===== src/sv/remaining_size_priority_queue_core_macros.svh =====
// Assertion macros for the remaining-size priority queue.
// Used by the top level only; depends on nothing else.
`ifndef REMAINING_SIZE_PRIORITY_QUEUE_CORE_MACROS_SVH
`define REMAINING_SIZE_PRIORITY_QUEUE_CORE_MACROS_SVH

// The consequent must hold in the same cycle as the antecedent.
`define RSPQ_ASSERT_NOW(label, clk, rst_n, ante, cons, msg) \
    label: assert property (@(posedge clk) disable iff (!rst_n) (ante) |-> (cons)) \
        else $error(msg);

// The consequent must hold in the cycle after the antecedent.
`define RSPQ_ASSERT_NEXT(label, clk, rst_n, ante, cons, msg) \
    label: assert property (@(posedge clk) disable iff (!rst_n) (ante) |=> (cons)) \
        else $error(msg);

`endif


===== src/sv/rspq_pkg.sv =====
// Shared types and codes for the remaining-size priority queue.
// Used by every module of the block; depends on nothing.
package rspq_pkg;

    localparam int DATA_W = 32;

    // Action codes carried by the command word.
    localparam logic [1:0] ACT_BEFORE  = 2'd0;
    localparam logic [1:0] ACT_AFTER   = 2'd1;
    localparam logic [1:0] ACT_APPEND  = 2'd2;
    localparam logic [1:0] ACT_EXTRACT = 2'd3;

    // Status codes carried by the response word.
    localparam logic [1:0] ST_DONE  = 2'd0;
    localparam logic [1:0] ST_FULL  = 2'd1;
    localparam logic [1:0] ST_EMPTY = 2'd2;

    // Size fields of one queue entry.
    typedef struct packed {
        logic [DATA_W-1:0] total;
        logic [DATA_W-1:0] loaded;
    } entry_t;

    // Result of the shared key unit.
    typedef struct packed {
        logic [DATA_W-1:0] rem;
        logic              hit;
    } key_res_t;

    typedef enum logic [3:0] {
        S_IDLE,
        S_KEY,
        S_SCAN_RD,
        S_SCAN_CMP,
        S_SHIFT_RD,
        S_SHIFT_WR,
        S_WRITE,
        S_HEAD_RD,
        S_HEAD_CAP,
        S_PULL_RD,
        S_PULL_WR,
        S_FIN
    } state_t;

endpackage


===== src/sv/rspq_key_unit.sv =====
// Shared key unit: saturating remaining-bytes subtract and ordering compare.
// Depends on rspq_pkg.
module rspq_key_unit
    import rspq_pkg::*;
(
    input  entry_t              item,
    input  logic [DATA_W-1:0]   key,
    input  logic                after_ties,
    output key_res_t            result
);

    logic [DATA_W-1:0] rem;

    // Remaining bytes clamp at zero when more was downloaded than the total.
    assign rem = (item.total > item.loaded) ? (item.total - item.loaded) : '0;

    assign result.rem = rem;
    assign result.hit = after_ties ? (rem > key) : (rem >= key);

endmodule


===== src/sv/rspq_mem.sv =====
// Slot memory of the queue: one write port and one registered read port.
// Depends on rspq_pkg.
module rspq_mem
    import rspq_pkg::*;
#(
    parameter int DEPTH = 16,
    parameter int TAG_W = 16
)
(
    input  logic                     clk,
    input  logic                     wr_en,
    input  logic [$clog2(DEPTH)-1:0] wr_addr,
    input  logic [TAG_W-1:0]         wr_tag,
    input  entry_t                   wr_item,
    input  logic [$clog2(DEPTH)-1:0] rd_addr,
    output logic [TAG_W-1:0]         rd_tag,
    output entry_t                   rd_item
);

    logic [TAG_W-1:0] tag_mem  [DEPTH];
    entry_t           item_mem [DEPTH];

    always_ff @(posedge clk)
    begin
        if (wr_en)
        begin
            tag_mem[wr_addr]  <= wr_tag;
            item_mem[wr_addr] <= wr_item;
        end
    end

    always_ff @(posedge clk)
    begin
        rd_tag  <= tag_mem[rd_addr];
        rd_item <= item_mem[rd_addr];
    end

endmodule


===== src/sv/remaining_size_priority_queue_core.sv =====
// Bounded priority queue of download entries keyed by remaining bytes (total size minus
// downloaded bytes, clamped at zero). An ordered insert goes ahead of the first entry, from
// the head, whose key is larger than its own (or equal, for ACT_BEFORE), else to the tail;
// an append goes to the tail, so only ordered inserts keep the smallest key at the head.
// Entries live in a slot memory with one write port and one registered read port, and a
// small sequencer walks it one slot per access while one shared key unit does every
// subtract and compare. cmd_stall stays high from the accepted command word until its
// response is loaded. An extract reads the head, then moves each remaining entry one slot
// toward the head with a read and a write. An ordered insert reads and compares slots from
// the head until the slot is found, moves each later entry back one slot with a read and a
// write, last entry first, and writes the new entry; an append writes it at the tail. A
// finished response sits in an output register, so a new command is taken while the
// previous response still waits on rsp_stall. Full inserts and empty extracts change
// nothing and report their status with zero payload.
// Depends on rspq_pkg, rspq_key_unit, rspq_mem and the assertion macro header.
`include "remaining_size_priority_queue_core_macros.svh"

module remaining_size_priority_queue_core
    import rspq_pkg::*;
#(
    parameter int QUEUE_DEPTH = 16,
    parameter int TAG_BITS    = 16
)
(
    input  logic                               clk,
    input  logic                               rst_n,
    // Command channel.
    input  logic                               cmd_valid,
    output logic                               cmd_stall,
    input  logic [1:0]                         action,
    input  logic [TAG_BITS-1:0]                entry_tag,
    input  logic [DATA_W-1:0]                  total_size,
    input  logic [DATA_W-1:0]                  downloaded_bytes,
    // Response channel.
    output logic                               rsp_valid,
    input  logic                               rsp_stall,
    output logic [1:0]                         status,
    output logic [TAG_BITS-1:0]                out_tag,
    output logic [DATA_W-1:0]                  out_size,
    output logic [DATA_W-1:0]                  out_downloaded,
    output logic [$clog2(QUEUE_DEPTH+1)-1:0]   entry_count
);

    localparam int IDX_W = $clog2(QUEUE_DEPTH);
    localparam int CNT_W = $clog2(QUEUE_DEPTH + 1);

    // Control state.
    state_t                state_reg, state_next;
    logic [CNT_W-1:0]      count_reg, count_next;
    logic                  rsp_valid_reg, rsp_valid_next;

    // Working registers of the command in progress.
    logic [1:0]            act_reg, act_next;
    logic [TAG_BITS-1:0]   tag_reg, tag_next;
    entry_t                item_reg, item_next;
    logic [DATA_W-1:0]     key_reg, key_next;
    logic [IDX_W-1:0]      idx_reg, idx_next;
    logic [IDX_W-1:0]      pos_reg, pos_next;
    logic [1:0]            res_status_reg, res_status_next;
    logic [TAG_BITS-1:0]   res_tag_reg, res_tag_next;
    entry_t                res_item_reg, res_item_next;

    // Output register.
    logic [1:0]            status_reg, status_next;
    logic [TAG_BITS-1:0]   out_tag_reg, out_tag_next;
    entry_t                out_item_reg, out_item_next;
    logic [CNT_W-1:0]      out_count_reg, out_count_next;

    // Memory and key unit hookup.
    logic                  wr_en;
    logic [IDX_W-1:0]      wr_addr;
    logic [TAG_BITS-1:0]   wr_tag;
    entry_t                wr_item;
    logic [IDX_W-1:0]      rd_addr;
    logic [TAG_BITS-1:0]   rd_tag;
    entry_t                rd_item;
    entry_t                ku_item;
    key_res_t              ku_res;

    rspq_mem #(
        .DEPTH (QUEUE_DEPTH),
        .TAG_W (TAG_BITS)
    ) u_mem (
        .clk     (clk),
        .wr_en   (wr_en),
        .wr_addr (wr_addr),
        .wr_tag  (wr_tag),
        .wr_item (wr_item),
        .rd_addr (rd_addr),
        .rd_tag  (rd_tag),
        .rd_item (rd_item)
    );

    rspq_key_unit u_key (
        .item       (ku_item),
        .key        (key_reg),
        .after_ties (act_reg == ACT_AFTER),
        .result     (ku_res)
    );

    assign cmd_stall      = (state_reg != S_IDLE);
    assign rsp_valid      = rsp_valid_reg;
    assign status         = status_reg;
    assign out_tag        = out_tag_reg;
    assign out_size       = out_item_reg.total;
    assign out_downloaded = out_item_reg.loaded;
    assign entry_count    = out_count_reg;

    always_ff @(posedge clk or negedge rst_n)
    begin
        if (!rst_n)
        begin
            state_reg     <= S_IDLE;
            count_reg     <= '0;
            rsp_valid_reg <= 1'b0;
        end
        else
        begin
            state_reg     <= state_next;
            count_reg     <= count_next;
            rsp_valid_reg <= rsp_valid_next;
        end
    end

    always_ff @(posedge clk)
    begin
        act_reg        <= act_next;
        tag_reg        <= tag_next;
        item_reg       <= item_next;
        key_reg        <= key_next;
        idx_reg        <= idx_next;
        pos_reg        <= pos_next;
        res_status_reg <= res_status_next;
        res_tag_reg    <= res_tag_next;
        res_item_reg   <= res_item_next;
        status_reg     <= status_next;
        out_tag_reg    <= out_tag_next;
        out_item_reg   <= out_item_next;
        out_count_reg  <= out_count_next;
    end

    always_comb
    begin
        state_next      = state_reg;
        count_next      = count_reg;
        rsp_valid_next  = rsp_valid_reg && rsp_stall;
        act_next        = act_reg;
        tag_next        = tag_reg;
        item_next       = item_reg;
        key_next        = key_reg;
        idx_next        = idx_reg;
        pos_next        = pos_reg;
        res_status_next = res_status_reg;
        res_tag_next    = res_tag_reg;
        res_item_next   = res_item_reg;
        status_next     = status_reg;
        out_tag_next    = out_tag_reg;
        out_item_next   = out_item_reg;
        out_count_next  = out_count_reg;
        wr_en           = 1'b0;
        wr_addr         = idx_reg;
        wr_tag          = tag_reg;
        wr_item         = item_reg;
        rd_addr         = idx_reg;
        ku_item         = item_reg;

        case (state_reg)
            S_IDLE:
            begin
                if (cmd_valid)
                begin
                    act_next        = action;
                    tag_next        = entry_tag;
                    item_next.total = total_size;
                    item_next.loaded = downloaded_bytes;
                    res_status_next = ST_DONE;
                    res_tag_next    = '0;
                    res_item_next   = '0;
                    if (action == ACT_EXTRACT)
                    begin
                        if (count_reg == '0)
                        begin
                            res_status_next = ST_EMPTY;
                            state_next      = S_FIN;
                        end
                        else
                        begin
                            state_next = S_HEAD_RD;
                        end
                    end
                    else if (count_reg == CNT_W'(QUEUE_DEPTH))
                    begin
                        res_status_next = ST_FULL;
                        state_next      = S_FIN;
                    end
                    else
                    begin
                        state_next = S_KEY;
                    end
                end
            end

            S_KEY:
            begin
                // The key unit works on the new word here and on slots during the scan.
                key_next = ku_res.rem;
                idx_next = '0;
                if (act_reg == ACT_APPEND || count_reg == '0)
                begin
                    pos_next   = IDX_W'(count_reg);
                    state_next = S_WRITE;
                end
                else
                begin
                    state_next = S_SCAN_RD;
                end
            end

            S_SCAN_RD:
            begin
                state_next = S_SCAN_CMP;
            end

            S_SCAN_CMP:
            begin
                ku_item = rd_item;
                if (ku_res.hit)
                begin
                    // Open a gap at this slot by moving the tail back, last entry first.
                    pos_next   = idx_reg;
                    idx_next   = IDX_W'(count_reg - CNT_W'(1));
                    state_next = S_SHIFT_RD;
                end
                else if ((CNT_W'(idx_reg) + CNT_W'(1)) == count_reg)
                begin
                    pos_next   = IDX_W'(count_reg);
                    state_next = S_WRITE;
                end
                else
                begin
                    idx_next   = idx_reg + IDX_W'(1);
                    state_next = S_SCAN_RD;
                end
            end

            S_SHIFT_RD:
            begin
                state_next = S_SHIFT_WR;
            end

            S_SHIFT_WR:
            begin
                wr_en   = 1'b1;
                wr_addr = idx_reg + IDX_W'(1);
                wr_tag  = rd_tag;
                wr_item = rd_item;
                if (idx_reg == pos_reg)
                begin
                    state_next = S_WRITE;
                end
                else
                begin
                    idx_next   = idx_reg - IDX_W'(1);
                    state_next = S_SHIFT_RD;
                end
            end

            S_WRITE:
            begin
                wr_en      = 1'b1;
                wr_addr    = pos_reg;
                count_next = count_reg + CNT_W'(1);
                state_next = S_FIN;
            end

            S_HEAD_RD:
            begin
                rd_addr    = '0;
                state_next = S_HEAD_CAP;
            end

            S_HEAD_CAP:
            begin
                res_tag_next  = rd_tag;
                res_item_next = rd_item;
                count_next    = count_reg - CNT_W'(1);
                idx_next      = IDX_W'(1);
                if (count_reg == CNT_W'(1))
                begin
                    state_next = S_FIN;
                end
                else
                begin
                    state_next = S_PULL_RD;
                end
            end

            S_PULL_RD:
            begin
                state_next = S_PULL_WR;
            end

            S_PULL_WR:
            begin
                // Each remaining entry moves one slot toward the head.
                wr_en   = 1'b1;
                wr_addr = idx_reg - IDX_W'(1);
                wr_tag  = rd_tag;
                wr_item = rd_item;
                if (CNT_W'(idx_reg) == count_reg)
                begin
                    state_next = S_FIN;
                end
                else
                begin
                    idx_next   = idx_reg + IDX_W'(1);
                    state_next = S_PULL_RD;
                end
            end

            S_FIN:
            begin
                if (!rsp_valid_reg || !rsp_stall)
                begin
                    rsp_valid_next = 1'b1;
                    status_next    = res_status_reg;
                    out_tag_next   = res_tag_reg;
                    out_item_next  = res_item_reg;
                    out_count_next = count_reg;
                    state_next     = S_IDLE;
                end
            end

            default:
            begin
                state_next = S_IDLE;
            end
        endcase
    end

    `RSPQ_ASSERT_NOW(a_count_bound, clk, rst_n, 1'b1,
        count_reg <= CNT_W'(QUEUE_DEPTH), "held count exceeds queue depth")
    `RSPQ_ASSERT_NEXT(a_accept_busy, clk, rst_n, cmd_valid && !cmd_stall,
        state_reg != S_IDLE, "sequencer idle after accepting a word")
    `RSPQ_ASSERT_NOW(a_empty_word, clk, rst_n, rsp_valid && status == ST_EMPTY,
        entry_count == '0 && out_tag == '0 && out_size == '0,
        "empty response with payload or entries")
    `RSPQ_ASSERT_NOW(a_full_word, clk, rst_n, rsp_valid && status == ST_FULL,
        entry_count == CNT_W'(QUEUE_DEPTH), "full response while queue not full")

endmodule


===== config.mk =====
export PLATFORM = sky130hd
export DESIGN_NAME = remaining_size_priority_queue_core
export DESIGN_NICKNAME = d
export VERILOG_FILES = /design/src/sv/rspq_pkg.sv /design/src/sv/rspq_key_unit.sv /design/src/sv/rspq_mem.sv /design/src/sv/remaining_size_priority_queue_core.sv
export VERILOG_INCLUDE_DIRS = /design/src /design/src/sv
export SDC_FILE = /design/constraint.sdc
export NUM_CORES = 2
export LEC_CHECK = 0
export CAP_MARGIN = 10
export CORE_ASPECT_RATIO = 2
export CORE_MARGIN = 1
export CORE_UTILIZATION = 59
export DETAILED_ROUTE_END_ITERATION = 10
export DONT_BUFFER_PORTS = 1
export GPL_TIMING_DRIVEN = 0
export PLACE_DENSITY = 0.79
export RECOVER_POWER = 100
export SLEW_MARGIN = 30
export SYNTH_ARGS = -nofsm -noshare
export SYNTH_HDL_FRONTEND = slang
export SYNTH_SLANG_ARGS = --single-unit

===== constraint.sdc =====
create_clock -name clk -period 8.9 [get_ports clk]
set_input_delay 0.89 -clock clk [delete_from_list [all_inputs] [get_ports clk]]
set_output_delay 0.89 -clock clk [all_outputs]
set_load 0.01 [all_outputs]

==> qor.txt <==
Post-synth top area share = 0.721
H-tree levels = 4
Gr usage total = 0.338
Crit path time final = 8750 ps
Io pins = 175
TritonCTS clock tree = done
CP Capture Type = register
Largest Register = u_mem.item_mem
Switching Share = 0.384
Pint = 16.9 mW
Area of the core = 0.110 mm^2
Fin crit share = 0.984
Register area share after synthesis = 0.749
Largest net degree at the start of global routing = 48
Synth warnings = 0
Static Leak = 23.8 nW
Startpoint Class = register
Crit path DAT = 9180 ps
Final core occ = 0.658
Final Cell Area = 0.0724 mm^2
Outcome = finished with violations
Die W = 237 um
Sw power = 10.5 mW
Inserted Clock Buffers = 136
Most numerous cell in the Yosys netlist = edfxtp_1
Max Freq = 114 MHz
Initial antenna violation count = 9
WL/cell = 30.7 um
Critical path class = reg -> reg
Later-pin clock latency in the skew report = 800 ps
Maxcap violations = 9
Max incr delay on CP = 1120 ps
Avg Cell Area, Syn = 15.1 um^2
Total die area = 0.112 mm^2
Routed vias/inst = 6.69
CTS Buffer Depth = 3
Row cnt = 172
Setup slack, reg-to-reg = 150 ps
Clock sink count = 1661
CP Cell Sequence = clkbuf_1 -> clkbuf_1 -> clkbuf_1 -> inv_1 -> ha_1 -> nor2_1 -> a221oi_1 -> nand2_1 -> nor2_1 -> clkbuf_1 -> clkbuf_1 -> clkbuf_1 -> clkbuf_2
Worst path slowest cell = nor2_1
Cell Area, Placed = 0.0697 mm^2
Clk_skew = 29.3 ps
Ys async rst share = 0.00602
Tightest Pin Transition = 3330 ps
Slew margin rel. = -1.22
Initial Util = 0.595
First-pass GRT wire length = 268000 um
GP Congestion = 0.972
Share of cells above drive strength 1 = 0.0833
Mapped Nets = 4484
Top flop regs = u_mem.item_mem (1024), u_mem.tag_mem (256)
Vias = 41182
Worst min-delay path class = in -> reg
Worst-path clk slew = 70 ps
Cell variety after synth = 67
Largest cells by area after synthesis = edfxtp_1, nand2_1, mux4_2, dfxtp_1, and2_1
Failing checks = DRC, capacitance limit, slew limit
Port Buf Inserts = 0
Starting DRT DRC Count = 5223
Clock Power Share = 0.228
Pwr Density = 378 mW/mm^2
Die Ht = 473 um
Seq pwr share = 0.408
Vias in the first global route = 41254
Commonest cells post-synth = edfxtp_1, nand2_1, and2_1
Fin. max-slew vios = 249
Syn Inst Count = 4328
RSZ-0062 raised after global routing = no
CTS Root Cell = clkbuf_16
P&R area growth vs syn = 10.6%
Max reg flops = 1024
DRC violation count after routing = 1
Yosys top cell by area = edfxtp_1
Grt total ovfl = 0
Hpwl dp = 133000 um
Postcts setup bufs = 0
Critical Path RT = 9330 ps
Final wirelength = 189000 um
Final hold violation count = 0
Post-synth top flop = edfxtp_1
Most common cell on crit path = clkbuf_1
# setup viols final = 0
DRT antenna net count = 0
Drt first pass iters = 9
#FFs+latches synth = 1661
Post-Syn Area = 0.0654 mm^2
Worst-path fanout max = 16
Post-synth EDFFs = 1571
Worst IR Drop VDD = 0.287 mV
Logic pwr share = 0.364
Final nets = 4710
-- cell type report --
cell class	count	area (um^2)
antenna	8	20.0
inverter	50	188
clock inverter	91	980
multi-input combinational	2329	15100
sequential	1661	49000
clock buffer	163	3640
timing repair buffer	88	409
tap	1479	1850
fill	7208	37600
buffer	288	1180
-- logic make-up after synthesis --
group           count (synthesis)  synth area share
flops                        1661             0.749
simple gates                 1136            0.0786
compound gates                961            0.0988
buf+inv                       338            0.0206
mux                           120            0.0337
fa+ha+maj                      70            0.0135
xor+xnor                       42           0.00562
-- per-layer routing --
| layer | routed length [um] | vias up | GRT usage |
|---|---|---|---|
| met5 | 53 | - | 0 |
| met4 | 18100 | 8 | 0.271 |
| met3 | 19500 | 853 | 0.0831 |
| met2 | 93600 | 3054 | 0.575 |
| met1 | 57600 | 20069 | 0.355 |
| li1 | - | 17198 | - |
-- critical path, delay by kind of cell (launching register included) --
| kind | cells | cell delay, ps |
|---|---|---|
| AND/OR/NAND/NOR | 3 | 1450 |
| adder cells (fa/ha/maj) | 1 | 470 |
| buffers and inverters | 8 | 5390 |
| flip-flops | 1 | 370 |
| AO/OA/AOI/OAI | 1 | 650 |
-- path summary, 6_finish.rpt --
check / start / to / depth (start not counted)
worst min-delay path: total_size[23] / item_reg[55] / 0
max in group asynchronous: rst_n / count_reg[4] / 1
min in group asynchronous: rst_n / count_reg[1] / 1
worst max-delay path: idx_reg[0] / u_mem.item_mem[0][54] / 13
worst max register to register: idx_reg[0] / u_mem.item_mem[0][54] / 13
worst min register to register: res_item_reg[59] / out_size[27] / 0
-- stage by stage --
step                hold slack, ps  setup TNS, ps  total power [mW]  instances  setup WS [ps]
global route                   164              0              28.2       6151            153
finish                         196              0              27.4       6157            145
floorplan                      400              0              16.9       4328           2710
CTS                            142              0              27.3       6149            280
global placement               402       -1731930              20.6       5807          -1870
detailed placement             405              0              21.1       5894            310
-- cell usage in the layout, fill, tap and decap left out, types with 10 or more instances in the layout --
| cell | count |
|---|---|
| a211oi_1 | 165 |
| a21o_1 | 26 |
| a21oi_1 | 45 |
| a31oi_1 | 162 |
| and2_0 | 65 |
| and2_1 | 182 |
| buf_1 | 12 |
| buf_2 | 46 |
| bufinv_16 | 13 |
| clkbuf_1 | 308 |
| clkbuf_16 | 138 |
| clkbuf_2 | 19 |
| clkinv_1 | 14 |
| clkinv_2 | 27 |
| dfrtp_1 | 10 |
| dfxtp_1 | 80 |
| edfxtp_1 | 1571 |
| ha_1 | 69 |
| inv_1 | 50 |
| inv_6 | 12 |
| mux2i_1 | 35 |
| mux4_2 | 80 |
| nand2_1 | 704 |
| nand2b_1 | 14 |
| nand3_1 | 15 |
| nand4_1 | 19 |
| nor2_1 | 76 |
| nor3_1 | 19 |
| o21ai_0 | 169 |
| o21ai_1 | 23 |
| o221ai_1 | 163 |
| o22ai_1 | 165 |
| xnor2_1 | 21 |
| xor2_1 | 21 |
-- what timing repair did --
action                                 4_1_cts  5_1_grt
gates resized for setup                      0        8
setup endpoints to repair                    0        6
hold buffers                                 1        0
endpoints found under the hold margin       10        0
-- power groups by stage --
stage	logic (mW)	registers (mW)	clock network [mW]
2_1_floorplan	5.94	11.0	0
3_3_place_gp	9.18	11.4	0
3_5_place_dp	9.88	11.2	0
4_1_cts	9.97	11.1	6.23
5_1_grt	10.4	11.2	6.53
6_report	9.96	11.2	6.23
No activity file was read; power rests on OpenSTA's default activity.
